$ cat src/design/pcns_pkg.sv
// Shared types, constants and the PLL settings ROM for the coefficient search.
package pcns_pkg;

    localparam int ROM_SIZE      = 43;
    localparam int TABLE_ENTRIES = 43;
    // number of leading ROM rows searched, kept within what the ROM holds
    localparam int SEARCH_COUNT  = (TABLE_ENTRIES < 1) ? 1 :
                                   (TABLE_ENTRIES > ROM_SIZE) ? ROM_SIZE : TABLE_ENTRIES;
    localparam int IDX_W         = 6;
    localparam int F10K_W        = 14;
    localparam int HZ_W          = 32;
    localparam int ACT_W         = 28;
    localparam int HZ_PER_UNIT   = 10000;

    // floor(x / 10000) for 32-bit x == (x * DIV_MAGIC) >> DIV_SHIFT
    localparam logic [31:0] DIV_MAGIC = 32'hD1B7_1759;
    localparam int DIV_SHIFT     = 45;
    localparam int QUOT_W        = 2 * HZ_W - DIV_SHIFT;

    localparam logic [IDX_W-1:0] LAST_IDX = IDX_W'(SEARCH_COUNT - 1);

    typedef struct packed {
        logic [F10K_W-1:0] f10k;
        logic [5:0]        m;
        logic [7:0]        n;
        logic [1:0]        k;
    } t_pll_row;

    typedef enum logic [1:0] {
        S_IDLE,
        S_PROBE,
        S_DONE
    } t_state;

    typedef struct packed {
        logic             idle;
        logic             done;
        logic [IDX_W-1:0] idx;
        logic             exact;
    } t_search_stat;

    function automatic t_pll_row pll_rom_row(input logic [IDX_W-1:0] idx);
        t_pll_row r;
        unique case (idx)
            6'd0:    r = '{14'd1431,  6'd8,  8'd72,  2'd1};
            6'd1:    r = '{14'd2506,  6'd2,  8'd27,  2'd1};
            6'd2:    r = '{14'd2520,  6'd23, 8'd168, 2'd1};
            6'd3:    r = '{14'd2595,  6'd6,  8'd50,  2'd1};
            6'd4:    r = '{14'd2744,  6'd7,  8'd61,  2'd1};
            6'd5:    r = '{14'd2828,  6'd8,  8'd71,  2'd1};
            6'd6:    r = '{14'd2833,  6'd21, 8'd174, 2'd1};
            6'd7:    r = '{14'd2864,  6'd2,  8'd24,  2'd2};
            6'd8:    r = '{14'd3007,  6'd3,  8'd34,  2'd2};
            6'd9:    r = '{14'd3150,  6'd8,  8'd80,  2'd2};
            6'd10:   r = '{14'd3257,  6'd8,  8'd83,  2'd2};
            6'd11:   r = '{14'd3375,  6'd5,  8'd58,  2'd2};
            6'd12:   r = '{14'd3589,  6'd3,  8'd17,  2'd1};
            6'd13:   r = '{14'd3759,  6'd6,  8'd34,  2'd1};
            6'd14:   r = '{14'd3848,  6'd6,  8'd35,  2'd1};
            6'd15:   r = '{14'd4009,  6'd8,  8'd48,  2'd1};
            6'd16:   r = '{14'd4398,  6'd5,  8'd35,  2'd1};
            6'd17:   r = '{14'd4474,  6'd6,  8'd42,  2'd1};
            6'd18:   r = '{14'd4725,  6'd3,  8'd25,  2'd1};
            6'd19:   r = '{14'd5011,  6'd3,  8'd27,  2'd1};
            6'd20:   r = '{14'd5190,  6'd6,  8'd50,  2'd1};
            6'd21:   r = '{14'd5489,  6'd7,  8'd61,  2'd1};
            6'd22:   r = '{14'd5656,  6'd8,  8'd71,  2'd1};
            6'd23:   r = '{14'd5727,  6'd2,  8'd24,  2'd1};
            6'd24:   r = '{14'd6014,  6'd3,  8'd34,  2'd2};
            6'd25:   r = '{14'd6300,  6'd8,  8'd80,  2'd1};
            6'd26:   r = '{14'd6515,  6'd8,  8'd83,  2'd1};
            6'd27:   r = '{14'd6750,  6'd5,  8'd58,  2'd1};
            6'd28:   r = '{14'd7159,  6'd3,  8'd17,  2'd0};
            6'd29:   r = '{14'd7517,  6'd6,  8'd34,  2'd0};
            6'd30:   r = '{14'd7696,  6'd6,  8'd35,  2'd0};
            6'd31:   r = '{14'd8018,  6'd8,  8'd48,  2'd0};
            6'd32:   r = '{14'd8795,  6'd5,  8'd35,  2'd0};
            6'd33:   r = '{14'd8949,  6'd6,  8'd42,  2'd0};
            6'd34:   r = '{14'd9450,  6'd3,  8'd25,  2'd0};
            6'd35:   r = '{14'd10023, 6'd4,  8'd34,  2'd0};
            6'd36:   r = '{14'd10500, 6'd7,  8'd58,  2'd0};
            6'd37:   r = '{14'd10818, 6'd7,  8'd60,  2'd0};
            6'd38:   r = '{14'd10977, 6'd7,  8'd61,  2'd0};
            6'd39:   r = '{14'd11812, 6'd2,  8'd25,  2'd0};
            6'd40:   r = '{14'd12027, 6'd3,  8'd34,  2'd0};
            6'd41:   r = '{14'd13091, 6'd5,  8'd56,  2'd0};
            6'd42:   r = '{14'd13500, 6'd7,  8'd58,  2'd0};
            default: r = '0;
        endcase
        return r;
    endfunction

endpackage

$ cat src/design/pcns_if.sv
// Valid/ready channel interfaces for the request and result beats.
interface pcns_in_if;
    logic        valid;
    logic        ready;
    logic [31:0] target_hz;

    modport source (output valid, output target_hz, input ready);
    modport sink   (input valid, input target_hz, output ready);
endinterface

interface pcns_out_if;
    logic        valid;
    logic        ready;
    logic [5:0]  entry_index;
    logic [27:0] actual_hz;
    logic [5:0]  mult_m;
    logic [7:0]  div_n;
    logic [1:0]  post_k;
    logic [7:0]  data_low;
    logic [7:0]  data_high;
    logic        exact_match;

    modport source (output valid, output entry_index, output actual_hz, output mult_m,
                    output div_n, output post_k, output data_low, output data_high,
                    output exact_match, input ready);
    modport sink   (input valid, input entry_index, input actual_hz, input mult_m,
                    input div_n, input post_k, input data_low, input data_high,
                    input exact_match, output ready);
endinterface

$ cat src/design/pcns_div.sv
// Divide-by-10000 of the request via reciprocal multiply, two register stages.
module pcns_div (
    input  logic                      i_clk,
    input  logic                      i_rst_n,
    input  logic                      i_load,
    input  logic [31:0]               i_target_hz,
    output logic                      o_quot_valid,
    output logic [pcns_pkg::QUOT_W-1:0] o_quot
);
    import pcns_pkg::*;

    logic [HZ_W-1:0]   r_x;
    logic              r_v1;
    logic              r_v2;
    logic [QUOT_W-1:0] r_q;
    logic [2*HZ_W-1:0] prod;

    assign prod = 64'(r_x) * 64'(DIV_MAGIC);

    always_ff @(posedge i_clk) begin
        if (!i_rst_n) begin
            r_v1 <= 1'b0;
            r_v2 <= 1'b0;
        end else begin
            r_v1 <= i_load;
            r_v2 <= r_v1;
        end
    end

    always_ff @(posedge i_clk) begin
        if (i_load) begin
            r_x <= i_target_hz;
        end
        if (r_v1) begin
            r_q <= prod[DIV_SHIFT +: QUOT_W];
        end
    end

    assign o_quot_valid = r_v2;
    assign o_quot       = r_q;
endmodule

$ cat src/design/pcns_search.sv
// Binary search sequencer with one shared subtract/compare unit, one probe a cycle.
module pcns_search (
    input  logic                          i_clk,
    input  logic                          i_rst_n,
    input  logic                          i_start,
    input  logic [pcns_pkg::QUOT_W-1:0]   i_quot,
    input  logic                          i_out_free,
    output pcns_pkg::t_search_stat        o_stat
);
    import pcns_pkg::*;

    t_state            r_state, n_state;
    logic [IDX_W-1:0]  r_lo, n_lo;
    logic [IDX_W-1:0]  r_hi, n_hi;
    logic [IDX_W-1:0]  r_best, n_best;
    logic [QUOT_W-1:0] r_best_diff, n_best_diff;
    logic              r_exact, n_exact;

    logic [IDX_W:0]    sum;
    logic [IDX_W-1:0]  mid;
    logic [IDX_W:0]    mid_inc;
    logic [IDX_W-1:0]  mid_dec;
    t_pll_row          row;
    logic [QUOT_W-1:0] f;
    logic [QUOT_W-1:0] diff;
    logic              f_gt;
    logic              f_eq;
    logic              done;

    // shared probe unit
    assign sum     = {1'b0, r_lo} + {1'b0, r_hi};
    assign mid     = sum[IDX_W:1];
    assign mid_inc = {1'b0, mid} + (IDX_W+1)'(1);
    assign mid_dec = mid - IDX_W'(1);
    assign row     = pll_rom_row(mid);
    assign f       = QUOT_W'(row.f10k);
    assign f_gt    = f > i_quot;
    assign f_eq    = f == i_quot;
    assign diff    = f_gt ? (f - i_quot) : (i_quot - f);

    always_ff @(posedge i_clk) begin
        if (!i_rst_n) begin
            r_state <= S_IDLE;
        end else begin
            r_state <= n_state;
        end
    end

    always_ff @(posedge i_clk) begin
        r_lo        <= n_lo;
        r_hi        <= n_hi;
        r_best      <= n_best;
        r_best_diff <= n_best_diff;
        r_exact     <= n_exact;
    end

    always_comb begin
        n_state     = r_state;
        n_lo        = r_lo;
        n_hi        = r_hi;
        n_best      = r_best;
        n_best_diff = r_best_diff;
        n_exact     = r_exact;
        done        = 1'b0;
        unique case (r_state)
            S_IDLE: begin
                if (i_start) begin
                    n_lo        = '0;
                    n_hi        = LAST_IDX;
                    n_best      = '0;
                    n_best_diff = '1;
                    n_exact     = 1'b0;
                    n_state     = S_PROBE;
                end
            end
            S_PROBE: begin
                if (diff < r_best_diff) begin
                    n_best_diff = diff;
                    n_best      = mid;
                end
                priority if (f_eq) begin
                    n_best  = mid;
                    n_exact = 1'b1;
                    n_state = S_DONE;
                end else if (!f_gt) begin
                    n_lo = mid_inc[IDX_W-1:0];
                    if (mid_inc > {1'b0, r_hi}) begin
                        n_state = S_DONE;
                    end
                end else if (mid == '0) begin
                    // would step below the first entry: stop here
                    n_state = S_DONE;
                end else begin
                    n_hi = mid_dec;
                    if (r_lo > mid_dec) begin
                        n_state = S_DONE;
                    end
                end
            end
            S_DONE: begin
                if (i_out_free) begin
                    done    = 1'b1;
                    n_state = S_IDLE;
                end
            end
            default: begin
                n_state = S_IDLE;
            end
        endcase
    end

    assign o_stat.idle  = (r_state == S_IDLE);
    assign o_stat.done  = done;
    assign o_stat.idx   = r_best;
    assign o_stat.exact = r_exact;
endmodule

$ cat src/design/pll_coefficient_nearest_search_core.sv
// Top level: request channel, divider, search sequencer and result register.
//
// Usage: a request beat on i_in carries target_hz in hertz. The block truncates it to
// 10 kHz units and binary-searches the sorted PLL settings ROM, keeping the probed
// entry closest to the request and stopping early on an exact match. One result beat
// on o_out follows every request: entry index, frequency in hertz, M, N, K and the two
// packed PLL data bytes (N, then K<<6 | M).
// The request passes through the divider's registers, then the search probes the ROM
// entries one at a time through the shared compare unit, and a final state finishes
// the search and loads the result register.
// Throughput: one request at a time; i_in.ready drops at the request beat and rises
// again the cycle after the result is loaded, so a new request may be taken while the
// previous result still waits on o_out.
// Reset clears the sequencer, the valid flags and the busy flag; no result is pending.
// A stalled receiver holds the result in place; a finished search then waits until
// the result register is free.
module pll_coefficient_nearest_search_core (
    input  logic        i_clk,
    input  logic        i_rst_n,
    pcns_in_if.sink     i_in,
    pcns_out_if.source  o_out
);
    import pcns_pkg::*;

    logic              r_busy;
    logic              r_out_valid;
    logic [IDX_W-1:0]  r_idx;
    logic [ACT_W-1:0]  r_actual;
    logic [5:0]        r_m;
    logic [7:0]        r_n;
    logic [1:0]        r_k;
    logic              r_exact;

    logic              in_beat;
    logic              out_free;
    logic              quot_valid;
    logic [QUOT_W-1:0] quot;
    t_search_stat      stat;
    t_pll_row          res_row;
    logic [ACT_W-1:0]  n_actual;

    assign in_beat  = i_in.valid && i_in.ready;
    assign out_free = !r_out_valid || o_out.ready;

    pcns_div u_div (
        .i_clk        (i_clk),
        .i_rst_n      (i_rst_n),
        .i_load       (in_beat),
        .i_target_hz  (i_in.target_hz),
        .o_quot_valid (quot_valid),
        .o_quot       (quot)
    );

    pcns_search u_search (
        .i_clk      (i_clk),
        .i_rst_n    (i_rst_n),
        .i_start    (quot_valid),
        .i_quot     (quot),
        .i_out_free (out_free),
        .o_stat     (stat)
    );

    assign res_row  = pll_rom_row(stat.idx);
    assign n_actual = ACT_W'(res_row.f10k) * ACT_W'(HZ_PER_UNIT);

    always_ff @(posedge i_clk) begin
        if (!i_rst_n) begin
            r_busy      <= 1'b0;
            r_out_valid <= 1'b0;
        end else begin
            if (in_beat) begin
                r_busy <= 1'b1;
            end else if (stat.done) begin
                r_busy <= 1'b0;
            end
            if (stat.done) begin
                r_out_valid <= 1'b1;
            end else if (o_out.ready) begin
                r_out_valid <= 1'b0;
            end
        end
    end

    always_ff @(posedge i_clk) begin
        if (stat.done) begin
            r_idx    <= stat.idx;
            r_actual <= n_actual;
            r_m      <= res_row.m;
            r_n      <= res_row.n;
            r_k      <= res_row.k;
            r_exact  <= stat.exact;
        end
    end

    assign i_in.ready        = !r_busy;
    assign o_out.valid       = r_out_valid;
    assign o_out.entry_index = r_idx;
    assign o_out.actual_hz   = r_actual;
    assign o_out.mult_m      = r_m;
    assign o_out.div_n       = r_n;
    assign o_out.post_k      = r_k;
    assign o_out.data_low    = r_n;
    assign o_out.data_high   = {r_k, r_m};
    assign o_out.exact_match = r_exact;

    // the sequencer only runs while a request is outstanding
    a_search_within_busy: assert property (@(posedge i_clk) disable iff (!i_rst_n)
        !stat.idle |-> r_busy)
        else $error("search active without an outstanding request");

    // a request beat closes the input until its result is loaded
    a_one_request: assert property (@(posedge i_clk) disable iff (!i_rst_n)
        in_beat |=> !i_in.ready)
        else $error("input reopened right after a request beat");

    // the chosen entry lies within the searched part of the ROM
    a_index_range: assert property (@(posedge i_clk) disable iff (!i_rst_n)
        r_out_valid |-> (r_idx <= LAST_IDX))
        else $error("result entry index outside the searched table");
endmodule

$ cat src/flat_wrapper.sv
// flat-port wrapper written by rule: the top's interface ports become plain ports
module pll_coefficient_nearest_search_core_flat import pcns_pkg::*;
  (i_clk, i_rst_n, i_in_valid, i_in_target_hz, i_in_ready, o_out_valid, o_out_entry_index, o_out_actual_hz, o_out_mult_m, o_out_div_n, o_out_post_k, o_out_data_low, o_out_data_high, o_out_exact_match, o_out_ready);
  pcns_in_if i_in_i ();
  pcns_out_if o_out_i ();
  input  logic i_clk;
  input  logic i_rst_n;
  input wire logic [$bits(i_in_i.valid)-1:0] i_in_valid;
  input wire logic [$bits(i_in_i.target_hz)-1:0] i_in_target_hz;
  output wire logic [$bits(i_in_i.ready)-1:0] i_in_ready;
  output wire logic [$bits(o_out_i.valid)-1:0] o_out_valid;
  output wire logic [$bits(o_out_i.entry_index)-1:0] o_out_entry_index;
  output wire logic [$bits(o_out_i.actual_hz)-1:0] o_out_actual_hz;
  output wire logic [$bits(o_out_i.mult_m)-1:0] o_out_mult_m;
  output wire logic [$bits(o_out_i.div_n)-1:0] o_out_div_n;
  output wire logic [$bits(o_out_i.post_k)-1:0] o_out_post_k;
  output wire logic [$bits(o_out_i.data_low)-1:0] o_out_data_low;
  output wire logic [$bits(o_out_i.data_high)-1:0] o_out_data_high;
  output wire logic [$bits(o_out_i.exact_match)-1:0] o_out_exact_match;
  input wire logic [$bits(o_out_i.ready)-1:0] o_out_ready;
  assign i_in_i.valid = i_in_valid;
  assign i_in_i.target_hz = i_in_target_hz;
  assign i_in_ready = i_in_i.ready;
  assign o_out_valid = o_out_i.valid;
  assign o_out_entry_index = o_out_i.entry_index;
  assign o_out_actual_hz = o_out_i.actual_hz;
  assign o_out_mult_m = o_out_i.mult_m;
  assign o_out_div_n = o_out_i.div_n;
  assign o_out_post_k = o_out_i.post_k;
  assign o_out_data_low = o_out_i.data_low;
  assign o_out_data_high = o_out_i.data_high;
  assign o_out_exact_match = o_out_i.exact_match;
  assign o_out_i.ready = o_out_ready;
  pll_coefficient_nearest_search_core u_core (.i_clk(i_clk), .i_rst_n(i_rst_n), .i_in(i_in_i), .o_out(o_out_i));
endmodule
$ cat config.mk
export PLATFORM = sky130hd
export DESIGN_NAME = pll_coefficient_nearest_search_core_flat
export DESIGN_NICKNAME = d
export VERILOG_FILES = /design/src/design/pcns_pkg.sv /design/src/design/pcns_if.sv /design/src/design/pcns_div.sv /design/src/design/pcns_search.sv /design/src/design/pll_coefficient_nearest_search_core.sv /design/src/flat_wrapper.sv
export SDC_FILE = /design/constraint.sdc
export NUM_CORES = 2
export LEC_CHECK = 0
export BUFFER_PORTS_ARGS = -buffer_cell sky130_fd_sc_hd__buf_2
export CORE_ASPECT_RATIO = 1.4
export CORE_MARGIN = 8
export CORE_UTILIZATION = 45
export CTS_CLUSTER_DIAMETER = 100
export DETAILED_ROUTE_END_ITERATION = 10
export HOLD_SLACK_MARGIN = 0.08
export SLEW_MARGIN = 20
export SYNTH_ARGS = -nofsm -noshare
export SYNTH_HDL_FRONTEND = slang
export SYNTH_HIERARCHICAL = 1
export SYNTH_SLANG_ARGS = --single-unit
$ cat constraint.sdc
create_clock -name i_clk -period 17.4 [get_ports i_clk]
set_clock_uncertainty 0.05 [all_clocks]
set_input_delay 2.61 -clock i_clk [delete_from_list [all_inputs] [get_ports i_clk]]
set_output_delay 2.61 -clock i_clk [all_outputs]
set_load 0.05 [all_outputs]
==> key figures <==
Outcome
  • Status: finished, final reports clean

Setup path
  • Critical Path RT: 17590 ps
  • CP Capture Type: flop
  • CP Launch Type: flop
  • CP max stage delay: 950 ps
  • CP Class: flop to flop
  • Most used cell, CP: fa_1
  • Slowest stage cell on the critical path: edfxtp_1
  • Crit path cell chain: ha_1 -> xor2_1 -> inv_1 -> fa_1 -> inv_1 -> fa_1 -> fa_1 -> fa_1 -> fa_1 -> inv_1 -> fa_1 -> inv_1 -> ha_1 -> and4_1 -> and2_1 -> nand4_1 -> a2111oi_0 -> nor4_1 -> o21ai_1 -> nor2b_1 -> a21oi_1 -> xnor2_1
  • CP max FO: 13
  • Crit path DAT: 9120 ps

STA
  • Worst Setup Slack, final: 8470 ps
  • Final hold violations: 0
  • Slew margin rel.: 26.2%
  • Final min period: 8930 ps
  • Period utilization: 51.3%
  • Final setup viols: 0
  • Fmax: 112 MHz
  • TNS Setup: 0 ps
  • RSZ-0062 raised after global routing: false
  • Slew @ Worst Pin: 1080 ps
  • Max-slew violation total from the final report: 0

Logic synthesis
  • Synth area leaders: fa_1 30%, ha_1 22%, edfxtp_1 13%, inv_1 9.4%, a21oi_1 2.6%
  • Seq cells post-synth: 140
  • Cells after Synth: 3080
  • Mapped Area: 30100 um^2
  • FFs w/ async S/R, synth: 0%
  • Post-synthesis mux area share: 0.728%
  • XOR/XNOR share of the synthesized area: 2.50%
  • Yosys warning count: 6
  • Post-synth top flop: edfxtp_1
  • Largest family of logic cells by synthesized area: adder cells
  • Synth Area in Compound Gates: 11.5%
  • Top cell type by total area after synthesis: fa_1
  • Seq/Total Area, Yosys: 13.8%
  • Post-synth top area share: 30.5%
  • Unique cell type count in the Yosys netlist: 105
  • Synth Area in Simple Gates: 7.66%
  • Post-synth EDFFs: 134
  • Adder-cell share of the synthesized area: 52.9%
  • Syn_area_per_cell: 9.77 um^2

Global routing
  • First-pass GRT wire length: 138 mm
  • Largest net degree at the start of global routing: 65
  • All-Layer GR Usage: 24.5%
  • Vias in the first global route: 23700
  • Grt total ovfl: 0
  • Initial antenna violation count: 0

Clocking
  • Clock buffer depth: 2
  • CTS tree: built
  • Hold buffer count at CTS: 0
  • Clock Pin Slew Worst Setup and Hold Paths: 70 ps
  • CTS resizes: 0
  • Post-CTS setup buffers: 0
  • # H-tree levels: 4
  • Num CTS Buffers: 17
  • Worst skew pair latency: 510 ps
  • CTS Sinks: 140
  • CTS root buf: clkbuf_16

Floorplan
  • Core area: 66400 um^2
  • Width of the die: 235 um
  • Initial Utilization: 45.3%
  • Placement row count: 112
  • Io pins: 105
  • Die Area: 75500 um^2
  • Die height: 322 um

Place
  • I/O Buffers: 98
  • Post-placement cell count: 3966
  • Detail Placement HPWL: 77.9 mm
  • Pre-CTS WS: 8510 ps
  • Final RePlAce weighted congestion: 0.966

Layout
  • Layout cells sized above 1: 6.78%
  • Register area: 4140 um^2
  • Most common cell after layout, fill and taps aside: inv_1
  • Filler cells: 6353
  • Commonest non-fill, non-tap cells in the layout: 754 x inv_1, 539 x ha_1, 458 x fa_1
  • Area delta synth->final: 6.32%
  • Multi-input gate area: 22700 um^2
  • Fin cells: 3999
  • Final layout net count: 4163

Worst hold path
  • Hold WC Path Type: flop to flop

Flow run
  • Max_cap viols: 0

Routing
  • Residual DRC: 0
  • Via count: 21800
  • Post-route ant nets: 0
  • Routed WL: 90.4 mm
  • Detailed-route vias per instance: 5.45
  • Post-DR wirelength/cell: 22.6 um
  • DR iter-0 viols: 1276
  • Pre-antenna DRT Iters: 8
layout make-up:
cell class,count,area share (%)
Clock buffer,17,1.33
Inverter,754,8.85
Clock inverter,15,0.614
Sequential cell,140,13.0
Multi-Input combinational cell,2099,70.9
Timing Repair Buffer,118,2.00
Antenna cell,1,0.00782
Tap cell,855,3.34
metrics by stage:
stage	hold slack, ps	cell area [um^2]	utilization [%]
2_1_floorplan	371	30100	-
3_3_place_gp	418	31400	47.2
3_5_place_dp	393	31400	47.2
4_1_cts	400	32000	48.2
5_1_grt	412	32000	48.2
6_report	399	32000	48.2
cell usage after synthesis (34+ instances only):
library cell  count
clkbuf_1         40
ha_1            539
edfxtp_1        134
a21oi_1         159
o21ai_0         112
nor2_1          112
a21o_1           39
xor2_1           34
xnor2_1          52
inv_1           754
nand2_1         149
fa_1            458
layer usage:
metal / share of wire [%] / vias to the layer above / track usage [%]
met5: 0 / - / 0
met4: 5.2 / 0 / 12.0
met3: 3.2 / 158 / 2.31
met2: 55 / 529 / 46.9
met1: 36 / 11000 / 26.3
li1: - / 10100 / -
path summary, 6_finish.rpt:
kind                                         startpoint                  endpoint  slack [ps]  cells past startpoint
worst max-delay path                u_core/u_div/r_x[9]   u_core/u_div/o_quot[10]        8470                     22
worst min-delay path            u_core/u_search/r_exact  u_core/o_out.exact_match         400                      0
worst max register to register      u_core/u_div/r_x[9]   u_core/u_div/o_quot[10]        8470                     22
worst min register to register  u_core/u_search/r_exact  u_core/o_out.exact_match         400                      0
kinds of logic (layout without fill, tap and decap cells):
group	count (synthesis)	after routing
flops	140	140
compound gates	526	526
fa+ha+maj	997	997
buf+inv	846	904
other cells	1	7
xor+xnor	86	86
mux	18	18
simple gates	466	466
sequential cells by signal, summed over array words and instances, names as in the netlist, 4 cells and up:
register,cells
u_core/u_div/r_x,32
u_core/o_out.data_low,8
u_core/o_out.mult_m,4
u_core/o_out.actual_hz,24
u_core/u_search/r_best,6
u_core/u_search/r_lo,6
u_core/u_div/o_quot,19
u_core/u_search/r_best_diff,19
u_core/u_search/r_hi,6
u_core/o_out.entry_index,6
worst max-delay path: cells and delay by family (launching register included):
family / cells / cell delay (ps)
AO/OA/AOI/OAI: 3 / 1350
XOR/XNOR: 2 / 820
adder cells (fa/ha/maj): 8 / 4100
buffers and inverters: 4 / 330
flip-flops: 1 / 950
AND/OR/NAND/NOR: 5 / 1070
Power is left out: the tool's default activity adds up to more than one toggle a clock period on the data nets, which glitch-free logic cannot reach.
